==> src/sv/tts_pkg.sv <==
// Shared constants and types for the terminal screen writer.
`default_nettype none
package tts_pkg;

    localparam logic [7:0] CODE_BEL = 8'h07;
    localparam logic [7:0] CODE_BS  = 8'h08;
    localparam logic [7:0] CODE_LF  = 8'h0A;
    localparam logic [7:0] CODE_CR  = 8'h0D;
    localparam logic [7:0] BLANK    = 8'h20;

    localparam logic REQ_PUT  = 1'b0;
    localparam logic REQ_READ = 1'b1;

    localparam logic REG_NEWLINE  = 1'b0;
    localparam logic REG_AUTOWRAP = 1'b1;

    typedef struct packed {
        logic busy;
        logic done;
    } sweep_stat_t;

endpackage
`default_nettype wire

==> src/sv/tts_sweep.sv <==
// Blanking sweep: walks the screen store one cell per cycle.
`default_nettype none
module tts_sweep #(
    parameter int ROWS = 32,
    parameter int COLS = 128
) (
    input  wire logic                          aclk,
    input  wire logic                          aresetn,
    input  wire logic                          start,
    input  wire logic [$clog2(ROWS*COLS)-1:0]  base,
    output tts_pkg::sweep_stat_t               stat,
    output logic      [$clog2(ROWS*COLS)-1:0]  addr
);
    localparam int TOTAL = ROWS * COLS;
    localparam int AW    = $clog2(TOTAL);

    logic          busy_reg, busy_next;
    logic [AW-1:0] addr_reg, addr_next;
    logic [AW-1:0] remain_reg, remain_next;
    logic          last;

    assign last = (remain_reg == '0);

    always_comb begin
        busy_next   = busy_reg;
        addr_next   = addr_reg;
        remain_next = remain_reg;
        if (start) begin
            busy_next   = 1'b1;
            addr_next   = base;
            remain_next = AW'(COLS - 1);
        end else if (busy_reg) begin
            if (last) begin
                busy_next = 1'b0;
            end else begin
                addr_next   = addr_reg + AW'(1);
                remain_next = remain_reg - AW'(1);
            end
        end
    end

    // reset starts a full-screen sweep
    always_ff @(posedge aclk) begin
        if (!aresetn) begin
            busy_reg   <= 1'b1;
            addr_reg   <= '0;
            remain_reg <= AW'(TOTAL - 1);
        end else begin
            busy_reg   <= busy_next;
            addr_reg   <= addr_next;
            remain_reg <= remain_next;
        end
    end

    assign stat.busy = busy_reg;
    assign stat.done = busy_reg & last;
    assign addr      = addr_reg;
endmodule
`default_nettype wire

==> config.mk <==
export PLATFORM = sky130hd
export DESIGN_NAME = tts_sweep
export DESIGN_NICKNAME = d
export VERILOG_FILES = /design/src/sv/tts_pkg.sv /design/src/sv/tts_sweep.sv
export SDC_FILE = /design/constraint.sdc
export NUM_CORES = 1
export LEC_CHECK = 0
export BUFFER_PORTS_ARGS = -buffer_cell sky130_fd_sc_hd__buf_4
export CAP_MARGIN = 20
export CORE_MARGIN = 3
export CORE_UTILIZATION = 30
export CTS_CLUSTER_SIZE = 40
export DETAILED_ROUTE_END_ITERATION = 10
export GPL_ROUTABILITY_DRIVEN = 0
export PLACE_DENSITY = 0.5
export SETUP_SLACK_MARGIN = 0.4
export SKIP_LAST_GASP = 1
export SLEW_MARGIN = 20
export SYNTH_ARGS = -nofsm -noshare
export SYNTH_HDL_FRONTEND = slang
export SYNTH_SLANG_ARGS = --single-unit
==> constraint.sdc <==
create_clock -name aclk -period 2.5 [get_ports aclk]
set_input_delay 0.5 -clock aclk [delete_from_list [all_inputs] [get_ports aclk]]
set_output_delay 0.5 -clock aclk [all_outputs]
set_load 0.02 [all_outputs]
==> impl_metrics.prom, run 1 <==
# TYPE chip_impl_metric gauge
chip_impl_metric{name="finalPower",unit="uW"} 806
chip_impl_metric{name="route.detailed.vias_per_inst",unit=""} 5.53
chip_impl_metric{name="remaining_global_route_overflow",unit=""} 0
chip_impl_metric{name="placement.io_buffers",unit=""} 28
chip_impl_metric{name="finalNetCount",unit=""} 217
chip_impl_metric{name="vias_in_the_first_global_route",unit=""} 1263
chip_impl_metric{name="part_of_the_cycle_the_worst_path_needs",unit="%"} 88.2
chip_impl_metric{name="yosysSeqAreaShare",unit="%"} 36.7
chip_impl_metric{name="clock_latency_at_the_later_pin_of_the_worst_skew_pair",unit="ps"} 270
chip_impl_metric{name="yosys_warnings",unit=""} 0
chip_impl_metric{name="powerDensity",unit="mW/mm2"} 461
chip_impl_info{name="path_class",value="reg2out"} 1
chip_impl_metric{name="asyncSetResetFlopFracSynth",unit="%"} 0
chip_impl_metric{name="design.die.area",unit="mm2"} 0.00539
chip_impl_metric{name="detailedPlacementHpwl",unit="um"} 2610
chip_impl_metric{name="ios",unit=""} 29
chip_impl_metric{name="reg_to_reg_slack_setup",unit="ps"} 430
chip_impl_metric{name="worst_slack",unit="ps"} 295
chip_impl_metric{name="post_synthesis_instance_total",unit=""} 165
chip_impl_info{name="slowest_stage",value="or4_4"} 1
chip_impl_info{name="final_cell_mix",value="33 x buf_4, 20 x o21ai_0, 18 x dfxtp_1"} 1
chip_impl_metric{name="tightest_slew_margin_relative_to_the_limit",unit="%"} 53.1
chip_impl_metric{name="fin_worst_hold_slack",unit="ps"} 493
chip_impl_info{name="ctsRootBufferMaster",value="clkbuf_8"} 1
chip_impl_metric{name="cts_htree_levels",unit=""} 1
chip_impl_metric{name="worst_ir_drop_on_vdd",unit="uV"} 217
chip_impl_metric{name="max_freq",unit="MHz"} 454
chip_impl_info{name="path_cells",value="or4_4 -> nor4_4 -> and2_4 -> buf_6"} 1
chip_impl_metric{name="critPathBufInv",unit=""} 1
chip_impl_metric{name="worst-path-max-fanout",unit=""} 2
chip_impl_metric{name="post_synth_instance_area",unit="mm2"} 0.00136
chip_impl_metric{name="setup_skew_after_layout",unit="ps"} 7.05
chip_impl_metric{name="first_pass_iters",unit=""} 4
chip_impl_metric{name="die_w",unit="um"} 73.4
chip_impl_info{name="cp-start-kind",value="flip-flop"} 1
chip_impl_metric{name="grt_first_pass_wirelength",unit="um"} 6110
chip_impl_metric{name="antenna_violating_nets_post_route",unit=""} 0
chip_impl_info{name="run_status",value="complete, no violations"} 1
chip_impl_metric{name="violation_count_after_the_first_detailed_route_iteration",unit=""} 65
chip_impl_metric{name="timing_max_transition_violations_final",unit=""} 0
chip_impl_metric{name="avg_cell_area_syn",unit="um2"} 8.27
chip_impl_metric{name="number_of_buffers_on_the_longest_clock_path",unit=""} 2
chip_impl_info{name="critical-path-top-delay-family",value="simple AND/OR/NAND/NOR gates"} 1
chip_impl_metric{name="worst-endpoint-required",unit="ps"} 2000
chip_impl_info{name="layout_commonest_cell",value="buf_4"} 1
chip_impl_info{name="grt_setup_unrepaired",value="yes"} 1
chip_impl_metric{name="grt_use_total",unit="%"} 14.2
chip_impl_metric{name="post-synth-top-area-fraction",unit="%"} 36.7
chip_impl_metric{name="die_h",unit="um"} 73.4
chip_impl_metric{name="final.min_clock_period",unit="ps"} 2200
chip_impl_info{name="cts_tree",value="done"} 1
chip_impl_metric{name="pre_cts_slack",unit="ps"} 370
chip_impl_metric{name="timing.critical_path.arrival",unit="ps"} 1700
chip_impl_info{name="synth.top_cells.by_area",value="dfxtp_1 37%, o21ai_0 7.3%, nand2_1 4.1%"} 1
chip_impl_metric{name="routedWlPerCell",unit="um"} 14.9
chip_impl_info{name="crit-reg2reg-capture",value="remain_reg[1]"} 1
chip_impl_info{name="hp-class",value="in2reg"} 1
chip_impl_metric{name="via_count",unit=""} 1371
chip_impl_info{name="regToRegStartpoint",value="remain_reg[10]"} 1
chip_impl_info{name="post-synth-top-area-cell",value="dfxtp_1"} 1
chip_impl_info{name="worstHoldEndpoint",value="remain_reg[9]"} 1
chip_impl_metric{name="power_leakage",unit="nW"} 0.709
chip_impl_metric{name="holdBufCountCts",unit=""} 0
chip_impl_metric{name="detail_route.drc_violations",unit=""} 0
chip_impl_metric{name="yosys_register_bits",unit=""} 25
chip_impl_metric{name="layout-drive-gt1-share",unit="%"} 33.3
chip_impl_metric{name="std_cell_rows",unit=""} 23
chip_impl_metric{name="synth_cell_type_count",unit=""} 42
chip_impl_metric{name="hold-path-cell-count",unit=""} 2
chip_impl_metric{name="worst_slew_pin_slew",unit="ps"} 703
chip_impl_metric{name="number_of_nets_in_the_synthesized_netlist",unit=""} 183
chip_impl_metric{name="grt_antenna_before_repair",unit=""} 0
chip_impl_metric{name="reg_clk_slew_reported_paths",unit="ps"} 90
chip_impl_metric{name="antenna_cells",unit=""} 0
chip_impl_metric{name="area_delta_synth_final",unit="%"} 28.2
chip_impl_metric{name="largest_net_degree_at_the_start_of_global_routing",unit=""} 27
chip_impl_metric{name="setup_tns",unit="ps"} 0
chip_impl_metric{name="cts_buffers",unit=""} 3
chip_impl_metric{name="core",unit="mm2"} 0.00420
chip_impl_metric{name="worst-r2r-cell-count",unit=""} 6
chip_impl_metric{name="crit_path_max_incr_delay",unit="ps"} 550
chip_impl_metric{name="setup_viol",unit=""} 0
chip_impl_info{name="source_of_the_worst_hold_timing_path",value="start"} 1
chip_impl_info{name="synthFlopType",value="dfxtp_1"} 1
chip_impl_metric{name="synth_edf_count",unit=""} 0
chip_impl_metric{name="number_of_clock_sinks",unit=""} 25
chip_impl_metric{name="start_util",unit="%"} 32.5
chip_impl_metric{name="final_hold_viol_count",unit=""} 0
chip_impl_metric{name="fillCellCount",unit=""} 440
chip_impl_metric{name="max_cap_viol_count",unit=""} 0
chip_impl_metric{name="final_core_util",unit="%"} 41.6
chip_impl_metric{name="wl",unit="um"} 3700
chip_impl_info{name="endpoint_kind",value="output pin"} 1
## final cells by class
type                    instances  area [um2]  share of cell area (%)
multi-input cells             127         828                    47.4
repair buffers                 36         275                    15.7
inverters                       6        22.5                    1.29
flip-flops and latches         25         514                    29.4
clock buffers                   4        45.0                    2.58
well taps                      50        62.6                    3.58
## worst max path at each step
stage / startpoint / endpoint / slack (ps) / cells past startpoint
after floorplan: remain_reg[7] / stat[0] / 420 / 3
after global placement: remain_reg[7] / stat[0] / 420 / 4
after detailed placement: remain_reg[0] / stat[0] / 370 / 6
after CTS: remain_reg[5] / stat[0] / 270 / 4
after global routing: remain_reg[3] / stat[0] / 220 / 4
final: remain_reg[3] / stat[0] / 300 / 4
## per-stage QoR
stage               instance area (um2)  instances
finish                             1750        248
global route                       1750        248
CTS                                1720        246
detailed placement                 1610        238
global placement                   1610        238
floorplan                          1360        165
## where the power goes
part	switching [mW]	total, mW	internal (mW)
sequential	0.0280	0.447	0.419
combinational	0.0627	0.119	0.0559
clock	0.126	0.240	0.114
## per-layer routing
metal | track usage (%) | part of all wire (%)
met5 | 0 | 0
met4 | 3.62 | 0.59
met3 | 2.05 | 3.6
met2 | 21.4 | 46
met1 | 21.1 | 50
## what timing repair did
action	in CTS	in global routing
gates resized for setup	14	5
gates cloned	0	1
endpoints found under the setup margin	5	6
setup buffers	4	1
pin swaps	3	3
## cells by family (layout without fill, tap and decap cells)
family,Yosys count,in the layout,share of synthesized area [%]
buf+inv,13,46,4.49
simple gates,68,68,28.6
flops,25,25,36.7
compound gates,52,52,24.7
fa+ha+maj,3,3,2.75
xor+xnor,2,2,1.28
mux,2,2,1.47
## Yosys cell counts, types with 4 or more instances
cell	n
nand3_1	11
or3_1	4
or4_2	5
nor2_1	7
dfxtp_1	25
a31oi_1	8
o21ai_1	4
o21ai_0	20
clkbuf_1	4
nand2_1	15
inv_1	6
a21oi_1	7
o31ai_1	4
No activity file was read; power rests on OpenSTA's default activity.
==> run 2, diff against run 1 <==
--- a/config.mk
+++ b/config.mk
@@ -8,11 +8,11 @@
 export BUFFER_PORTS_ARGS = -buffer_cell sky130_fd_sc_hd__buf_4
 export CAP_MARGIN = 20
 export CORE_MARGIN = 3
-export CORE_UTILIZATION = 30
+export CORE_UTILIZATION = 50
 export CTS_CLUSTER_SIZE = 40
 export DETAILED_ROUTE_END_ITERATION = 10
 export GPL_ROUTABILITY_DRIVEN = 0
-export PLACE_DENSITY = 0.5
+export PLACE_DENSITY = 0.75
 export SETUP_SLACK_MARGIN = 0.4
 export SKIP_LAST_GASP = 1
 export SLEW_MARGIN = 20
==> run 2 against run 1 <==
Against the previous run: sequential power about the same; clock skew decreased by 4.1 ps; maximum frequency decreased by 6.3%; die area decreased by 37%; combinational power increased by 7%; clock-buffer cell count decreased by 1; setup slack got worse by 150 ps; hold slack got worse by 64 ps; critical endpoint unchanged; largest cell class unchanged; largest power group unchanged.
==> impl_metrics.prom, run 2 (same netlist as run 1, synthesis figures left out) <==
# TYPE chip_impl_metric gauge
chip_impl_info{name="grt_setup_unrepaired",value="yes"} 1
chip_impl_metric{name="remaining_global_route_overflow",unit=""} 0
chip_impl_metric{name="max_freq",unit="MHz"} 425
chip_impl_metric{name="antenna_cells",unit=""} 0
chip_impl_metric{name="post_dp_cell_area",unit="mm2"} 0.00159
chip_impl_metric{name="vias_in_the_first_global_route",unit=""} 1306
chip_impl_metric{name="pre_cts_slack",unit="ps"} 278
chip_impl_metric{name="share_seq_of_total_power",unit="%"} 58.3
chip_impl_info{name="cts_tree",value="done"} 1
chip_impl_metric{name="first_pass_iters",unit=""} 4
chip_impl_metric{name="number_of_buffers_on_the_longest_clock_path",unit=""} 2
chip_impl_metric{name="setup_viol",unit=""} 0
chip_impl_metric{name="core",unit="mm2"} 0.00254
chip_impl_metric{name="std_cell_rows",unit=""} 18
chip_impl_metric{name="cts_buffers",unit=""} 3
chip_impl_metric{name="worst_ir_drop_on_vdd",unit="uV"} 316
chip_impl_metric{name="route.detailed.vias_per_inst",unit=""} 6.17
chip_impl_metric{name="proportion_of_power_drawn_by_combinational_gates",unit="%"} 16.6
chip_impl_metric{name="final_hold_viol_count",unit=""} 0
chip_impl_metric{name="layout-drive-gt1-share",unit="%"} 38.3
chip_impl_metric{name="swShare",unit="%"} 29.4
chip_impl_metric{name="power.clock.fraction",unit="%"} 25.1
chip_impl_info{name="source_of_the_worst_hold_timing_path",value="start"} 1
chip_impl_metric{name="cts_htree_levels",unit=""} 1
chip_impl_metric{name="grt_use_total",unit="%"} 21.5
chip_impl_metric{name="place_inst",unit=""} 218
chip_impl_metric{name="finalNetCount",unit=""} 228
chip_impl_metric{name="worst_slew_pin_slew",unit="ps"} 652
chip_impl_info{name="endpoint_kind",value="output pin"} 1
chip_impl_info{name="worstHoldEndpoint",value="remain_reg[9]"} 1
chip_impl_info{name="hp-class",value="in2reg"} 1
chip_impl_metric{name="die_h",unit="um"} 58.2
chip_impl_metric{name="placement.io_buffers",unit=""} 28
chip_impl_metric{name="reg_to_reg_slack_setup",unit="ps"} 370
chip_impl_metric{name="timing_max_transition_violations_final",unit=""} 0
chip_impl_metric{name="detail_route.drc_violations",unit=""} 0
chip_impl_metric{name="worst_slack",unit="ps"} 147
chip_impl_info{name="path_class",value="reg2out"} 1
chip_impl_metric{name="final_design_instance_area_without_fill",unit="mm2"} 0.00183
chip_impl_metric{name="worst-endpoint-required",unit="ps"} 2000
chip_impl_info{name="ctsRootBufferMaster",value="clkbuf_4"} 1
chip_impl_metric{name="crit_path_max_incr_delay",unit="ps"} 570
chip_impl_metric{name="clock_latency_at_the_later_pin_of_the_worst_skew_pair",unit="ps"} 330
chip_impl_metric{name="reg_clk_slew_reported_paths",unit="ps"} 150
chip_impl_info{name="run_status",value="complete, no violations"} 1
chip_impl_metric{name="setup_skew_after_layout",unit="ps"} 2.92
chip_impl_metric{name="grt_antenna_before_repair",unit=""} 0
chip_impl_info{name="slowest_stage",value="or4_4"} 1
chip_impl_info{name="final_cell_mix",value="43 x buf_4, 19 x o21ai_0, 16 x dfxtp_1"} 1
chip_impl_metric{name="netSwitchingPower",unit="uW"} 225
chip_impl_metric{name="max_cap_viol_count",unit=""} 0
chip_impl_metric{name="detailedPlacementHpwl",unit="um"} 2470
chip_impl_metric{name="setup_tns",unit="ps"} 0
chip_impl_metric{name="timing.critical_path.arrival",unit="ps"} 1850
chip_impl_metric{name="largest_net_degree_at_the_start_of_global_routing",unit=""} 27
chip_impl_metric{name="antenna_violating_nets_post_route",unit=""} 0
chip_impl_metric{name="number_of_clock_sinks",unit=""} 25
chip_impl_metric{name="holdBufCountCts",unit=""} 0
chip_impl_metric{name="violation_count_after_the_first_detailed_route_iteration",unit=""} 63
chip_impl_metric{name="worst-path-max-fanout",unit=""} 4
chip_impl_metric{name="ios",unit=""} 29
chip_impl_info{name="layout_commonest_cell",value="buf_4"} 1
chip_impl_metric{name="start_util",unit="%"} 53.6
chip_impl_metric{name="routedWlPerCell",unit="um"} 15.6
chip_impl_metric{name="power_leakage",unit="nW"} 0.784
chip_impl_metric{name="power.internal",unit="uW"} 541
chip_impl_metric{name="wl",unit="um"} 3740
chip_impl_metric{name="area_delta_synth_final",unit="%"} 34.5
chip_impl_info{name="crit-reg2reg-capture",value="addr[9]"} 1
chip_impl_metric{name="die_w",unit="um"} 58.2
chip_impl_metric{name="hold-path-cell-count",unit=""} 2
chip_impl_metric{name="grt_first_pass_wirelength",unit="um"} 5800
chip_impl_info{name="path_cells",value="or4_4 -> nor4_4 -> and2_4 -> buf_6"} 1
chip_impl_metric{name="tightest_slew_margin_relative_to_the_limit",unit="%"} 56.5
chip_impl_metric{name="design.die.area",unit="mm2"} 0.00339
chip_impl_metric{name="worst-r2r-cell-count",unit=""} 10
chip_impl_info{name="cp-start-kind",value="flip-flop"} 1
chip_impl_metric{name="powerDensity",unit="mW/mm2"} 417
chip_impl_metric{name="via_count",unit=""} 1475
chip_impl_metric{name="instances_no_fill",unit=""} 239
chip_impl_info{name="regToRegStartpoint",value="remain_reg[1]"} 1
chip_impl_metric{name="final.min_clock_period",unit="ps"} 2350
chip_impl_metric{name="part_of_the_cycle_the_worst_path_needs",unit="%"} 94.1
## run 2: changes by cell type in the layout (fill, tap and decap cells not counted), sizes merged
cell,delta
buf,+11
clkbuf,-1
clkinv,+1
## run 2: repair_timing
action                     in CTS  in global routing
gates resized for setup        12                 20
buffers inserted                6                 11
gates cloned                    0                  0
setup endpoints to repair       4                  8
pin swaps                       4                 11
## run 2: per-stage QoR
step | util [%] | power (mW) | hold slack [ps]
after detailed placement | 62.4 | 0.573 | 515
after CTS | 66.5 | 0.755 | 440
final | 72.1 | 0.766 | 429
after global placement | 62.4 | 0.568 | 494
after floorplan | - | 0.518 | 478
after global routing | 72.1 | 0.800 | 426
## run 2: power by group through the flow
stage / clock network [mW] / logic (mW) / registers [mW]
2_1_floorplan: 0 / 0.0514 / 0.467
3_3_place_gp: 0 / 0.115 / 0.453
3_5_place_dp: 0 / 0.118 / 0.455
4_1_cts: 0.191 / 0.119 / 0.446
5_1_grt: 0.210 / 0.139 / 0.451
6_report: 0.192 / 0.127 / 0.447
## run 2: per-layer routing
layer	vias to the layer above	global-route usage (%)	wire (um)
li1	725	-	-
met1	704	27.1	1620
met2	41	37.9	1910
met3	5	2.45	165
met4	0	6.95	38
met5	-	0	0
## run 2: worst max-delay path: cells and delay by family (launching register included)
family	cells	cell delay, ps
and+or+nand+nor	3	1040
buffers and inverters	1	100
DFF	1	380
## run 2: worst max path at each step
| stage | from | to | slack, ps |
|---|---|---|---|
| finish | remain_reg[8] | stat[0] | 150 |
| CTS | remain_reg[5] | stat[0] | 180 |
| global placement | remain_reg[7] | stat[0] | 330 |
| detailed placement | remain_reg[0] | stat[0] | 280 |
| floorplan | remain_reg[7] | stat[0] | 420 |
| global route | remain_reg[8] | stat[0] | 90 |
## run 2: area by class of cell
cell class | count | area [um2]
Sequential cell | 25 | 519
Inverter | 6 | 25.0
Clock inverter | 1 | 5.00
Multi-Input combinational cell | 127 | 857
Clock buffer | 3 | 22.5
Timing Repair Buffer | 47 | 368
Fill cell | 210 | 711
Tap cell | 30 | 37.5
==> run 3, diff against run 2 <==
--- a/config.mk
+++ b/config.mk
@@ -7,12 +7,14 @@
 export LEC_CHECK = 0
 export BUFFER_PORTS_ARGS = -buffer_cell sky130_fd_sc_hd__buf_4
 export CAP_MARGIN = 20
+export CELL_PAD_IN_SITES_DETAIL_PLACEMENT = 1
+export CELL_PAD_IN_SITES_GLOBAL_PLACEMENT = 2
 export CORE_MARGIN = 3
-export CORE_UTILIZATION = 50
+export CORE_UTILIZATION = 31
 export CTS_CLUSTER_SIZE = 40
 export DETAILED_ROUTE_END_ITERATION = 10
 export GPL_ROUTABILITY_DRIVEN = 0
-export PLACE_DENSITY = 0.75
+export PLACE_DENSITY = 0.79
 export SETUP_SLACK_MARGIN = 0.4
 export SKIP_LAST_GASP = 1
 export SLEW_MARGIN = 20
==> run 3 against run 2 <==
Against the previous run: clock power is 30% higher; register-to-register slack better by 110 ps; total power grew 7.0%; die area increased by 54%; combinational power is 6% lower; largest cell class unchanged; highest routed layer unchanged.
==> impl_metrics.prom, run 3 (same netlist as run 1, synthesis figures left out) <==
# TYPE chip_impl_metric gauge
chip_impl_info{name="run_status",value="complete, no violations"} 1
chip_impl_metric{name="start_util",unit="%"} 33.1
chip_impl_metric{name="grt_use_total",unit="%"} 16.1
chip_impl_metric{name="finalNetCount",unit=""} 218
chip_impl_metric{name="worst-endpoint-required",unit="ps"} 2000
chip_impl_metric{name="area_delta_synth_final",unit="%"} 29.5
chip_impl_metric{name="cts_htree_levels",unit=""} 1
chip_impl_metric{name="layout-drive-gt1-share",unit="%"} 34.7
chip_impl_metric{name="die_w",unit="um"} 72.3
chip_impl_info{name="ctsRootBufferMaster",value="clkbuf_8"} 1
chip_impl_metric{name="finalPower",unit="uW"} 819
chip_impl_metric{name="route.detailed.vias_per_inst",unit=""} 5.64
chip_impl_metric{name="grt_antenna_before_repair",unit=""} 0
chip_impl_metric{name="core",unit="mm2"} 0.00412
chip_impl_metric{name="power_leakage",unit="nW"} 0.733
chip_impl_metric{name="antenna_violating_nets_post_route",unit=""} 0
chip_impl_info{name="cp-start-kind",value="flip-flop"} 1
chip_impl_metric{name="routedWlPerCell",unit="um"} 17.0
chip_impl_metric{name="max_cap_viol_count",unit=""} 0
chip_impl_metric{name="first_pass_iters",unit=""} 4
chip_impl_metric{name="grt_first_pass_wirelength",unit="um"} 6710
chip_impl_metric{name="die_h",unit="um"} 72.3
chip_impl_info{name="cts_tree",value="done"} 1
chip_impl_metric{name="std_cell_rows",unit=""} 23
chip_impl_metric{name="worst-path-max-fanout",unit=""} 2
chip_impl_metric{name="clock_latency_at_the_later_pin_of_the_worst_skew_pair",unit="ps"} 270
chip_impl_info{name="layout_commonest_cell",value="buf_4"} 1
chip_impl_info{name="final_cell_mix",value="35 x buf_4, 20 x o21ai_0, 17 x dfxtp_1"} 1
chip_impl_metric{name="remaining_global_route_overflow",unit=""} 0
chip_impl_metric{name="place_inst",unit=""} 239
chip_impl_metric{name="instances_no_fill",unit=""} 249
chip_impl_metric{name="detailedPlacementHpwl",unit="um"} 2850
chip_impl_metric{name="via_count",unit=""} 1404
chip_impl_metric{name="setup_skew_after_layout",unit="ps"} 2.43
chip_impl_info{name="path_class",value="reg2out"} 1
chip_impl_metric{name="detail_route.drc_violations",unit=""} 0
chip_impl_info{name="grt_setup_unrepaired",value="yes"} 1
chip_impl_metric{name="cts_buffers",unit=""} 3
chip_impl_metric{name="part_of_the_cycle_the_worst_path_needs",unit="%"} 90.4
chip_impl_metric{name="placement.io_buffers",unit=""} 28
chip_impl_metric{name="timing_max_transition_violations_final",unit=""} 0
chip_impl_metric{name="worst_slew_pin_slew",unit="ps"} 708
chip_impl_metric{name="largest_net_degree_at_the_start_of_global_routing",unit=""} 27
chip_impl_metric{name="final.min_clock_period",unit="ps"} 2260
chip_impl_metric{name="tightest_slew_margin_relative_to_the_limit",unit="%"} 52.8
chip_impl_metric{name="ios",unit=""} 29
chip_impl_metric{name="max_freq",unit="MHz"} 442
chip_impl_metric{name="number_of_clock_sinks",unit=""} 25
chip_impl_metric{name="wl",unit="um"} 4230
chip_impl_metric{name="violation_count_after_the_first_detailed_route_iteration",unit=""} 51
chip_impl_metric{name="worst_ir_drop_on_vdd",unit="uV"} 293
chip_impl_metric{name="vias_in_the_first_global_route",unit=""} 1367
chip_impl_metric{name="timing.critical_path.arrival",unit="ps"} 1760
chip_impl_metric{name="final_hold_viol_count",unit=""} 0
chip_impl_metric{name="powerDensity",unit="mW/mm2"} 464
chip_impl_info{name="endpoint_kind",value="output pin"} 1
chip_impl_info{name="hp-class",value="in2reg"} 1
chip_impl_metric{name="setup_tns",unit="ps"} 0
chip_impl_metric{name="reg_clk_slew_reported_paths",unit="ps"} 90
chip_impl_metric{name="setup_viol",unit=""} 0
chip_impl_metric{name="antenna_cells",unit=""} 0
chip_impl_metric{name="design.die.area",unit="mm2"} 0.00523
chip_impl_metric{name="number_of_buffers_on_the_longest_clock_path",unit=""} 2
[run 3: cell types whose count changed in the layout (fill, tap and decap cells not counted), moves of 2 or more]
cell | previous run | this run
or4_2 | 1 | 5
clkbuf_4 | 3 | 0
buf_6 | 4 | 2
or4_4 | 6 | 2
buf_4 | 43 | 35
dfxtp_4 | 3 | 1
clkbuf_8 | 0 | 3
[run 3: critical path: stages, from the launching register on]
cell and delay [ps]:
dfxtp_2 330, or4_4 550, nor4_4 300, and2_4 190, buf_6 110
[run 3: cell type report]
class | instances | area, um2
Sequential cell | 25 | 513
Clock inverter | 1 | 5.00
Inverter | 6 | 22.5
Clock buffer | 3 | 41.3
Multi-Input combinational cell | 127 | 837
Tap cell | 50 | 62.6
Fill cell | 504 | 2350
Timing Repair Buffer | 37 | 285
[run 3: final timing paths]
check	slack (ps)	end	from	cells after the start
max	240	stat[0]	remain_reg[3]	4
min	500	addr[0]	base[0]	3
max reg2reg	480	addr[5]	remain_reg[0]	7
min reg2reg	510	remain_reg[1]	remain_reg[1]	2
[run 3: timing repair]
| item | in CTS | in global routing |
|---|---|---|
| cloned | 0 | 1 |
| pin swaps | 3 | 4 |
| gates resized for setup | 15 | 7 |
| hold buffers | 0 | 0 |
| setup buffers | 4 | 1 |
| endpoints found under the setup margin | 5 | 7 |
[run 3: stage by stage]
step	util (%)	setup slack [ps]	hold WS (ps)	instance area (um2)
2_1_floorplan	-	424	478	1360
3_3_place_gp	39.4	389	494	1620
3_5_place_dp	39.4	324	516	1620
4_1_cts	42.1	248	487	1730
5_1_grt	42.9	168	507	1770
6_report	42.9	240	497	1770
[run 3: routing by layer]
| metal | part of all wire, % | track usage [%] |
|---|---|---|
| met4 | 1.2 | 4.18 |
| met1 | 46 | 20.1 |
| met2 | 50 | 28.1 |
| met5 | 0 | 0 |
| met3 | 3.1 | 3.32 |
[run 3: power breakdown]
group          switching, mW  leakage, nW  internal, mW  total [mW]
registers             0.0287        0.204         0.420       0.449
clock network          0.139       0.0255         0.112       0.250
logic                 0.0643        0.504        0.0559       0.120
total                  0.232        0.733         0.588       0.819
